<file path="src/sv/ptmsrn_pkg.sv">
// Shared types and constants for the modification site range narrowing block.
`timescale 1ns / 1ps

package ptmsrn_pkg;

  localparam int POS_W   = 13;
  localparam int TOL_W   = 23;
  localparam int MASS_W  = 38;
  localparam int SHIFT_W = 31;
  localparam int INT_W   = 32;
  localparam int HALF_W  = MASS_W / 2;
  localparam int PP_W    = HALF_W + TOL_W;
  localparam int PROD_W  = MASS_W + TOL_W;
  localparam int TOLQ_W  = PROD_W - 32;
  localparam int DIFF_W  = MASS_W + 1;

  localparam logic [TOL_W-1:0] TOL_RESET = TOL_W'(42950);

  localparam logic ACT_LOAD = 1'b0;
  localparam logic ACT_FRAG = 1'b1;

  typedef enum logic [2:0] {
    OUT_LOADED    = 3'd0,
    OUT_NOT_BRKT  = 3'd1,
    OUT_AMBIGUOUS = 3'd2,
    OUT_TIGHTENED = 3'd3,
    OUT_OVERRIDE  = 3'd4,
    OUT_REJECTED  = 3'd5
  } outcome_t;

  typedef struct packed {
    logic                      action;
    logic                      prefix_ion;
    logic [POS_W-1:0]          pos;
    logic [POS_W-1:0]          start;
    logic [POS_W-1:0]          stop;
    logic signed [SHIFT_W-1:0] shift;
    logic [INT_W-1:0]          intensity;
  } item_t;

  typedef struct packed {
    logic b;
    logic c;
  } adv_t;

endpackage

</file>
<file path="src/sv/ptm_site_range_narrowing.sv">
// Top level: candidate site range narrowing for one modification.
// Throughput: one word per cycle unless the output stalls. Words pass the input, partial
// product and tolerance registers; range, supports and shift update in the last stage and
// feed the next word directly; the tolerance multiply is split into two partial products.
// Reset (rst, synchronous): empties the pipeline, clears range, supports and
// shift, and loads both tolerance registers with 42950.
`timescale 1ns / 1ps

module ptm_site_range_narrowing import ptmsrn_pkg::*; #(
  parameter int MAX_LEN = 4096
) (
  input  logic         clk,
  input  logic         rst,
  input  logic         s_tvalid,
  output logic         s_tready,
  // range_start_in[12:0], range_end_in[25:13], mod_shift[56:26], prefix_ion[57],
  // cover_pos[70:58], base_mass[108:71], obs_mass[146:109],
  // intensity[178:147], frag_level[179], zero pad
  input  logic [183:0] s_tdata,
  // action[0]
  input  logic         s_tuser,
  output logic         m_tvalid,
  input  logic         m_tready,
  // range_low[12:0], range_high[25:13], outcome[28:26], zero pad
  output logic [31:0]  m_tdata,
  input  logic         psel,
  input  logic         penable,
  input  logic         pwrite,
  input  logic [2:0]   paddr,
  input  logic [31:0]  pwdata,
  output logic [31:0]  prdata,
  output logic         pready
);

  function automatic logic [POS_W-1:0] clamp_pos(input logic [POS_W-1:0] v);
    clamp_pos = (32'(v) > MAX_LEN) ? POS_W'(MAX_LEN) : v;
  endfunction

  logic [TOL_W-1:0] tol_level2;
  logic [TOL_W-1:0] tol_level3;

  assign pready = 1'b1;
  assign prdata = paddr[2] ? 32'(tol_level3) : 32'(tol_level2);

  always_ff @(posedge clk) begin
    if (rst) begin
      tol_level2 <= TOL_RESET;
      tol_level3 <= TOL_RESET;
    end else if (psel && penable && pwrite && pready) begin
      if (paddr[2]) tol_level3 <= pwdata[TOL_W-1:0];
      else          tol_level2 <= pwdata[TOL_W-1:0];
    end
  end

  // pipeline control
  logic v1, v2, v3;
  logic adv1, adv2, adv3, adv_out;
  adv_t adv;

  assign adv_out  = !m_tvalid || m_tready;
  assign adv3     = adv_out || !v3;
  assign adv2     = adv3 || !v2;
  assign adv1     = adv2 || !v1;
  assign s_tready = adv1;
  assign adv.b    = adv2;
  assign adv.c    = adv3;

  always_ff @(posedge clk) begin
    if (rst) begin
      v1       <= 1'b0;
      v2       <= 1'b0;
      v3       <= 1'b0;
      m_tvalid <= 1'b0;
    end else begin
      if (adv1)    v1       <= s_tvalid;
      if (adv2)    v2       <= v1;
      if (adv3)    v3       <= v2;
      if (adv_out) m_tvalid <= v3;
    end
  end

  // input word
  item_t             item1, item2, item3;
  logic [MASS_W-1:0] base1, obs1;
  logic              level1;

  always_ff @(posedge clk) begin
    if (adv1) begin
      item1.action     <= s_tuser;
      item1.start      <= clamp_pos(s_tdata[12:0]);
      item1.stop       <= clamp_pos(s_tdata[25:13]);
      item1.shift      <= $signed(s_tdata[56:26]);
      item1.prefix_ion <= s_tdata[57];
      item1.pos        <= clamp_pos(s_tdata[70:58]);
      base1            <= s_tdata[108:71];
      obs1             <= s_tdata[146:109];
      item1.intensity  <= s_tdata[178:147];
      level1           <= s_tdata[179];
    end
    if (adv2) item2 <= item1;
    if (adv3) item3 <= item2;
  end

  logic [TOLQ_W-1:0]        tol3;
  logic signed [DIFF_W-1:0] diff3;
  logic [DIFF_W-1:0]        diff_mag3;

  ptmsrn_mass u_mass (
    .clk       (clk),
    .adv       (adv),
    .obs_mass  (obs1),
    .base_mass (base1),
    .tol_reg   (level1 ? tol_level3 : tol_level2),
    .tol       (tol3),
    .diff      (diff3),
    .diff_mag  (diff_mag3)
  );

  // range state
  logic [POS_W-1:0]          range_low, range_high;
  logic [INT_W-1:0]          low_support, high_support;
  logic signed [SHIFT_W-1:0] shift_reg;
  outcome_t                  outcome;

  logic [POS_W-1:0]          range_low_next, range_high_next;
  logic [INT_W-1:0]          low_support_next, high_support_next;
  logic signed [SHIFT_W-1:0] shift_reg_next;
  outcome_t                  outcome_next;

  logic signed [DIFF_W:0] diff_mod;
  logic [DIFF_W:0]        diff_mod_mag;
  logic                   with_m, without_m, brackets, move_up;
  logic [POS_W:0]         mv, low_x, high_x;

  assign diff_mod     = $signed({diff3[DIFF_W-1], diff3}) - (DIFF_W+1)'(shift_reg);
  assign diff_mod_mag = diff_mod[DIFF_W] ? (DIFF_W+1)'(-diff_mod) : (DIFF_W+1)'(diff_mod);
  assign with_m       = diff_mod_mag <= (DIFF_W+1)'(tol3);
  assign without_m    = diff_mag3 <= DIFF_W'(tol3);
  assign brackets     = item3.prefix_ion ? (range_low <= item3.pos && item3.pos < range_high)
                                         : (range_low < item3.pos && item3.pos <= range_high);
  assign move_up      = item3.prefix_ion == with_m;
  assign low_x        = {1'b0, range_low};
  assign high_x       = {1'b0, range_high};

  always_comb begin
    if (with_m)                mv = {1'b0, item3.pos};
    else if (item3.prefix_ion) mv = {1'b0, item3.pos} + (POS_W+1)'(1);
    else                       mv = {1'b0, item3.pos} - (POS_W+1)'(1);
  end

  always_comb begin
    range_low_next    = range_low;
    range_high_next   = range_high;
    low_support_next  = low_support;
    high_support_next = high_support;
    shift_reg_next    = shift_reg;
    outcome_next      = OUT_NOT_BRKT;
    if (item3.action == ACT_LOAD) begin
      range_low_next    = item3.start;
      range_high_next   = item3.stop;
      low_support_next  = '0;
      high_support_next = '0;
      shift_reg_next    = item3.shift;
      outcome_next      = OUT_LOADED;
    end else if (!brackets) begin
      outcome_next = OUT_NOT_BRKT;
    end else if (with_m == without_m) begin
      outcome_next = OUT_AMBIGUOUS;
    end else if (move_up) begin
      if (mv >= high_x) begin
        outcome_next = OUT_NOT_BRKT;
      end else if (mv >= low_x) begin
        range_high_next   = mv[POS_W-1:0];
        high_support_next = item3.intensity;
        outcome_next      = OUT_TIGHTENED;
      end else if (item3.intensity > low_support) begin
        range_low_next    = mv[POS_W-1:0];
        range_high_next   = mv[POS_W-1:0];
        low_support_next  = item3.intensity;
        high_support_next = item3.intensity;
        outcome_next      = OUT_OVERRIDE;
      end else begin
        outcome_next = OUT_REJECTED;
      end
    end else begin
      if (mv <= low_x) begin
        outcome_next = OUT_NOT_BRKT;
      end else if (mv <= high_x) begin
        range_low_next   = mv[POS_W-1:0];
        low_support_next = item3.intensity;
        outcome_next     = OUT_TIGHTENED;
      end else if (item3.intensity > high_support) begin
        range_low_next    = mv[POS_W-1:0];
        range_high_next   = mv[POS_W-1:0];
        low_support_next  = item3.intensity;
        high_support_next = item3.intensity;
        outcome_next      = OUT_OVERRIDE;
      end else begin
        outcome_next = OUT_REJECTED;
      end
    end
  end

  always_ff @(posedge clk) begin
    if (rst) begin
      range_low    <= '0;
      range_high   <= '0;
      low_support  <= '0;
      high_support <= '0;
      shift_reg    <= '0;
    end else if (adv_out && v3) begin
      range_low    <= range_low_next;
      range_high   <= range_high_next;
      low_support  <= low_support_next;
      high_support <= high_support_next;
      shift_reg    <= shift_reg_next;
    end
  end

  always_ff @(posedge clk) begin
    if (adv_out && v3) outcome <= outcome_next;
  end

  // the result word mirrors the state, which changes only when a result loads
  assign m_tdata = {3'b000, outcome, range_high, range_low};

`ifndef NO_ASSERTIONS
  a_ready_only_on_stall: assert property (@(posedge clk) disable iff (rst)
    !s_tready |-> (m_tvalid && !m_tready))
    else $error("input stalled while output side can drain");

  a_no_conflict: assert property (@(posedge clk) disable iff (rst)
    m_tvalid |-> (outcome != OUT_OVERRIDE && outcome != OUT_REJECTED))
    else $error("conflict outcome from a bracketing fragment");

  a_range_bound: assert property (@(posedge clk) disable iff (rst)
    m_tvalid |-> (32'(range_low) <= MAX_LEN && 32'(range_high) <= MAX_LEN))
    else $error("range boundary beyond maximum length");

  a_tight_order: assert property (@(posedge clk) disable iff (rst)
    (m_tvalid && outcome == OUT_TIGHTENED) |-> range_low <= range_high)
    else $error("tightened range is inverted");
`endif

endmodule

</file>
<file path="src/sv/ptmsrn_mass.sv">
// Tolerance product and observed minus base mass difference, two stages.
`timescale 1ns / 1ps

module ptmsrn_mass import ptmsrn_pkg::*; (
  input  logic                     clk,
  input  adv_t                     adv,
  input  logic [MASS_W-1:0]        obs_mass,
  input  logic [MASS_W-1:0]        base_mass,
  input  logic [TOL_W-1:0]         tol_reg,
  output logic [TOLQ_W-1:0]        tol,
  output logic signed [DIFF_W-1:0] diff,
  output logic [DIFF_W-1:0]        diff_mag
);

  logic [PP_W-1:0]          pp_hi;
  logic [PP_W-1:0]          pp_lo;
  logic signed [DIFF_W-1:0] diff_b;
  logic [PROD_W-1:0]        prod;

  always_ff @(posedge clk) begin
    if (adv.b) begin
      pp_hi  <= PP_W'(obs_mass[MASS_W-1:HALF_W]) * PP_W'(tol_reg);
      pp_lo  <= PP_W'(obs_mass[HALF_W-1:0]) * PP_W'(tol_reg);
      diff_b <= $signed({1'b0, obs_mass}) - $signed({1'b0, base_mass});
    end
  end

  assign prod = {pp_hi, {HALF_W{1'b0}}} + PROD_W'(pp_lo);

  always_ff @(posedge clk) begin
    if (adv.c) begin
      tol      <= prod[PROD_W-1:32];
      diff     <= diff_b;
      diff_mag <= diff_b[DIFF_W-1] ? DIFF_W'(-diff_b) : DIFF_W'(diff_b);
    end
  end

endmodule

</file>
<file path="config.mk">
export PLATFORM = sky130hd
export DESIGN_NAME = ptm_site_range_narrowing
export DESIGN_NICKNAME = d
export VERILOG_FILES = /design/src/sv/ptmsrn_pkg.sv /design/src/sv/ptm_site_range_narrowing.sv /design/src/sv/ptmsrn_mass.sv
export SDC_FILE = /design/constraint.sdc
export NUM_CORES = 2
export LEC_CHECK = 0
export BUFFER_PORTS_ARGS = -buffer_cell sky130_fd_sc_hd__clkbuf_2
export CAP_MARGIN = 40
export CELL_PAD_IN_SITES_DETAIL_PLACEMENT = 1
export CELL_PAD_IN_SITES_GLOBAL_PLACEMENT = 1
export CORE_MARGIN = 10
export CORE_UTILIZATION = 52
export DETAILED_ROUTE_END_ITERATION = 8
export HOLD_SLACK_MARGIN = 0.03
export PLACE_DENSITY = 0.87
export SYNTH_ARGS = -nofsm -noshare
export SYNTH_HDL_FRONTEND = slang
export SYNTH_HIERARCHICAL = 1
export SYNTH_SLANG_ARGS = --single-unit
</file>
<file path="constraint.sdc">
create_clock -name clk -period 14.05 [get_ports clk]
set_input_delay 2.81 -clock clk [delete_from_list [all_inputs] [get_ports clk]]
set_output_delay 2.81 -clock clk [all_outputs]
set_load 0.005 [all_outputs]
</file>
==> flow_summary.json <==
{
  "tritoncts": "done",
  "cts_setup_buffers": 0,
  "vdd.ir_drop.worst_uv": 316.9,
  "skew_ns": 0.04860,
  "min_period_ns": 11.16,
  "fin_tns_setup_ns": 0,
  "grt-ovfl-total": 0,
  "synth_area_leaders": "edfxtp_1, fa_1, ha_1",
  "maxSlewHeadroom_pct": 34.86,
  "finalHoldViolCount": 0,
  "die_x_um": 377.4,
  "required_ns": 14.65,
  "worst_pin_slew_ns": 0.9771,
  "design_area_um2": 72680,
  "arrival_ns": 11.76,
  "ctsHoldBuffers": 0,
  "dp_hpwl_um": 157400,
  "syn2layout_area_growth_pct": 9.427,
  "hold_class": "reg -> reg",
  "first_pass_iters": 6,
  "fill_cells": 13771,
  "cts_resized": 0,
  "die-area_um2": 142400,
  "ctsRootBufferMaster": "clkbuf_16",
  "clkTransAtPathRegs_ns": 0.07,
  "route.vias.total": 52566,
  "io_pins": 294,
  "crit_top_cell": "nor2_1",
  "die_h_um": 377.4,
  "slew_viol_final": 0,
  "min-delay-start": "item2[2]$_DFFE_PP_",
  "cap_violations": 0,
  "antenna_found_initial": 12,
  "track_usage_pct": 33.61,
  "ys_seq_elements": 773,
  "ys.warnings.count": 6,
  "layout_worst_path_cycle_share_pct": 79.42,
  "num_rows": 131,
  "clock_latency_ns": 0.72,
  "layout-drive-gt1-share_pct": 8.627,
  "fmax_mhz": 89.62,
  "placed_area_um2": 69560,
  "setup_viol": 0,
  "synth.yosys.seq_area_share_pct": 32.37,
  "cp_slowest_cell": "or4_1",
  "final_net_count": 8222,
  "drt_iter0_markers": 4856,
  "core_um2": 127200,
  "start_util_pct": 52.22,
  "post-synth-top-area-cell": "edfxtp_1",
  "reg_top3": "item1 x104, item2 x104, item3 x104",
  "status": "finished clean",
  "cp-startpoint": "shift_reg[1]$_SDFFE_PP0P_",
  "hold_ws_ns": 0.4025,
  "ant_nets": 0,
  "drc": 0,
  "r2r_start": "shift_reg[1]$_SDFFE_PP0P_",
  "wl_um": 240800,
  "crit_path_max_incr_delay_ns": 0.79,
  "synth-main-ff-cell": "edfxtp_1",
  "synth_edf_count": 602,
  "cp_max_fo": 56,
  "port_buffers": 265,
  "place.gp.congestion": 0.8980,
  "grt_max_degree": 84,
  "grt_pass1_wl_um": 366100,
  "cts_buffers": 86,
  "leakage_nw": 32.81,
  "cp-start-kind": "flip-flop",
  "synth_cell_types": 101,
  "rsz0062_at_grt": "no",
  "end_kind": "flip-flop",
  "synthCells": 6574,
  "synth_top_area_share_pct": 27.22,
  "syn_area_um2": 66420,
  "clockBufferDepth": 3,
  "worstSetupPathType": "reg -> reg",
  "grt_pass1_vias": 60386,
  "cts.sinks": 773,
  "power_per_cell_area_nw_per_um2": 197.3,
  "postSynth.asyncResetShare_pct": 0,
  "htreeDepth": 3,
  "avgSynthCellArea_um2": 10.10,
  "via_per_inst": 6.193,
  "wl_per_cell_um": 28.37
}
-- path summary, 6_finish.rpt --
kind	endpoint	slack, ns	cells past startpoint
worst min register to register	item3[2]$_DFFE_PP_	0.40	0
worst max register to register	low_support[22]$_SDFFE_PP0P_	2.89	36
worst max-delay path	low_support[22]$_SDFFE_PP0P_	2.89	36
worst min-delay path	item3[2]$_DFFE_PP_	0.40	0
-- per-layer routing --
layer  track usage, %  wire, µm  vias up
met4            22.75     18730        4
met3            7.540     20970     1257
li1                 -         -    21740
met1            37.48     83670    26436
met5                0        23        -
met2            57.30    117400     3129
-- metrics by stage --
step	setup slack (ns)	instances	utilization (%)	total power, W
2_1_floorplan	4.319	6585	-	0.008561
3_5_place_dp	3.250	8317	54.69	0.01107
6_report	2.891	8488	57.14	0.01434
3_3_place_gp	3.745	8305	54.48	0.01045
5_1_grt	2.140	8481	57.13	0.01505
4_1_cts	3.035	8477	57.12	0.01407
-- placed cells by master, fill, tap and decap left out, drive strengths merged, types with 26 or more instances in the layout --
master,synthesis,routed
a211oi,26,26
a21o,109,109
a21oi,309,309
and2,474,474
and3,28,28
buf,49,91
clkbuf,235,370
dfxtp,171,171
edfxtp,602,602
fa,714,714
ha,537,537
inv,1155,1163
mux2,47,47
mux2i,72,72
nand2,764,764
nand2b,58,58
nand3,52,52
nand4,83,83
nor2,214,214
nor2b,78,78
nor3,46,46
o211ai,45,45
o21a,41,41
o21ai,144,144
xnor2,163,163
xor2,49,49
-- cell usage after synthesis (52+ instances only) --
cell type  count
mux2i_1       72
nand4_1       82
nand2b_1      57
a21o_1       109
inv_1       1155
nand3_1       52
fa_1         714
xnor2_1      163
o21ai_0      135
nor2b_1       78
edfxtp_1     602
nor2_1       214
a21oi_1      308
and2_1       474
dfxtp_1      171
clkbuf_1     235
nand2_1      764
ha_1         537
-- power by group --
| group | internal, W | switching (W) | leakage, nW |
|---|---|---|---|
| sequential | 0.00305 | 0.000187 | 7.89 |
| clock | 0.00149 | 0.00105 | 1.48 |
| combinational | 0.00318 | 0.00539 | 23.4 |
-- final cells by class --
type	count	area, µm²	share of cell area (%)
multi-input combinational	4372	39470	54.30
antenna	10	25.02	0.03443
sequential	773	21500	29.58
tap	1662	2079	2.861
clock buffer	106	2288	3.149
timing repair buffer	355	2170	2.985
clock inverter	54	804.5	1.107
inverter	1156	4347	5.981
-- critical path, delay by kind of cell, from the launching register on --
family	cells	cell delay (ns)
muxes	1	0.21
adders and majority gates	3	0.97
xor gates and xnor gates	1	0.17
buffers and inverters	3	0.95
AOI/OAI and AO/OA	14	4.16
DFF	1	0.38
and+or+nand+nor	14	4.12
-- cells by family after synthesis --
family                     synth area share (%)
buffers and inverters                     8.347
and+or+nand+nor                           14.41
muxes                                     1.916
adders and majority gates                 31.64
AOI/OAI and AO/OA                         8.511
other                                   0.01131
xor gates and xnor gates                  2.796
DFF                                       32.37
No activity file was read; power rests on OpenSTA's default activity.
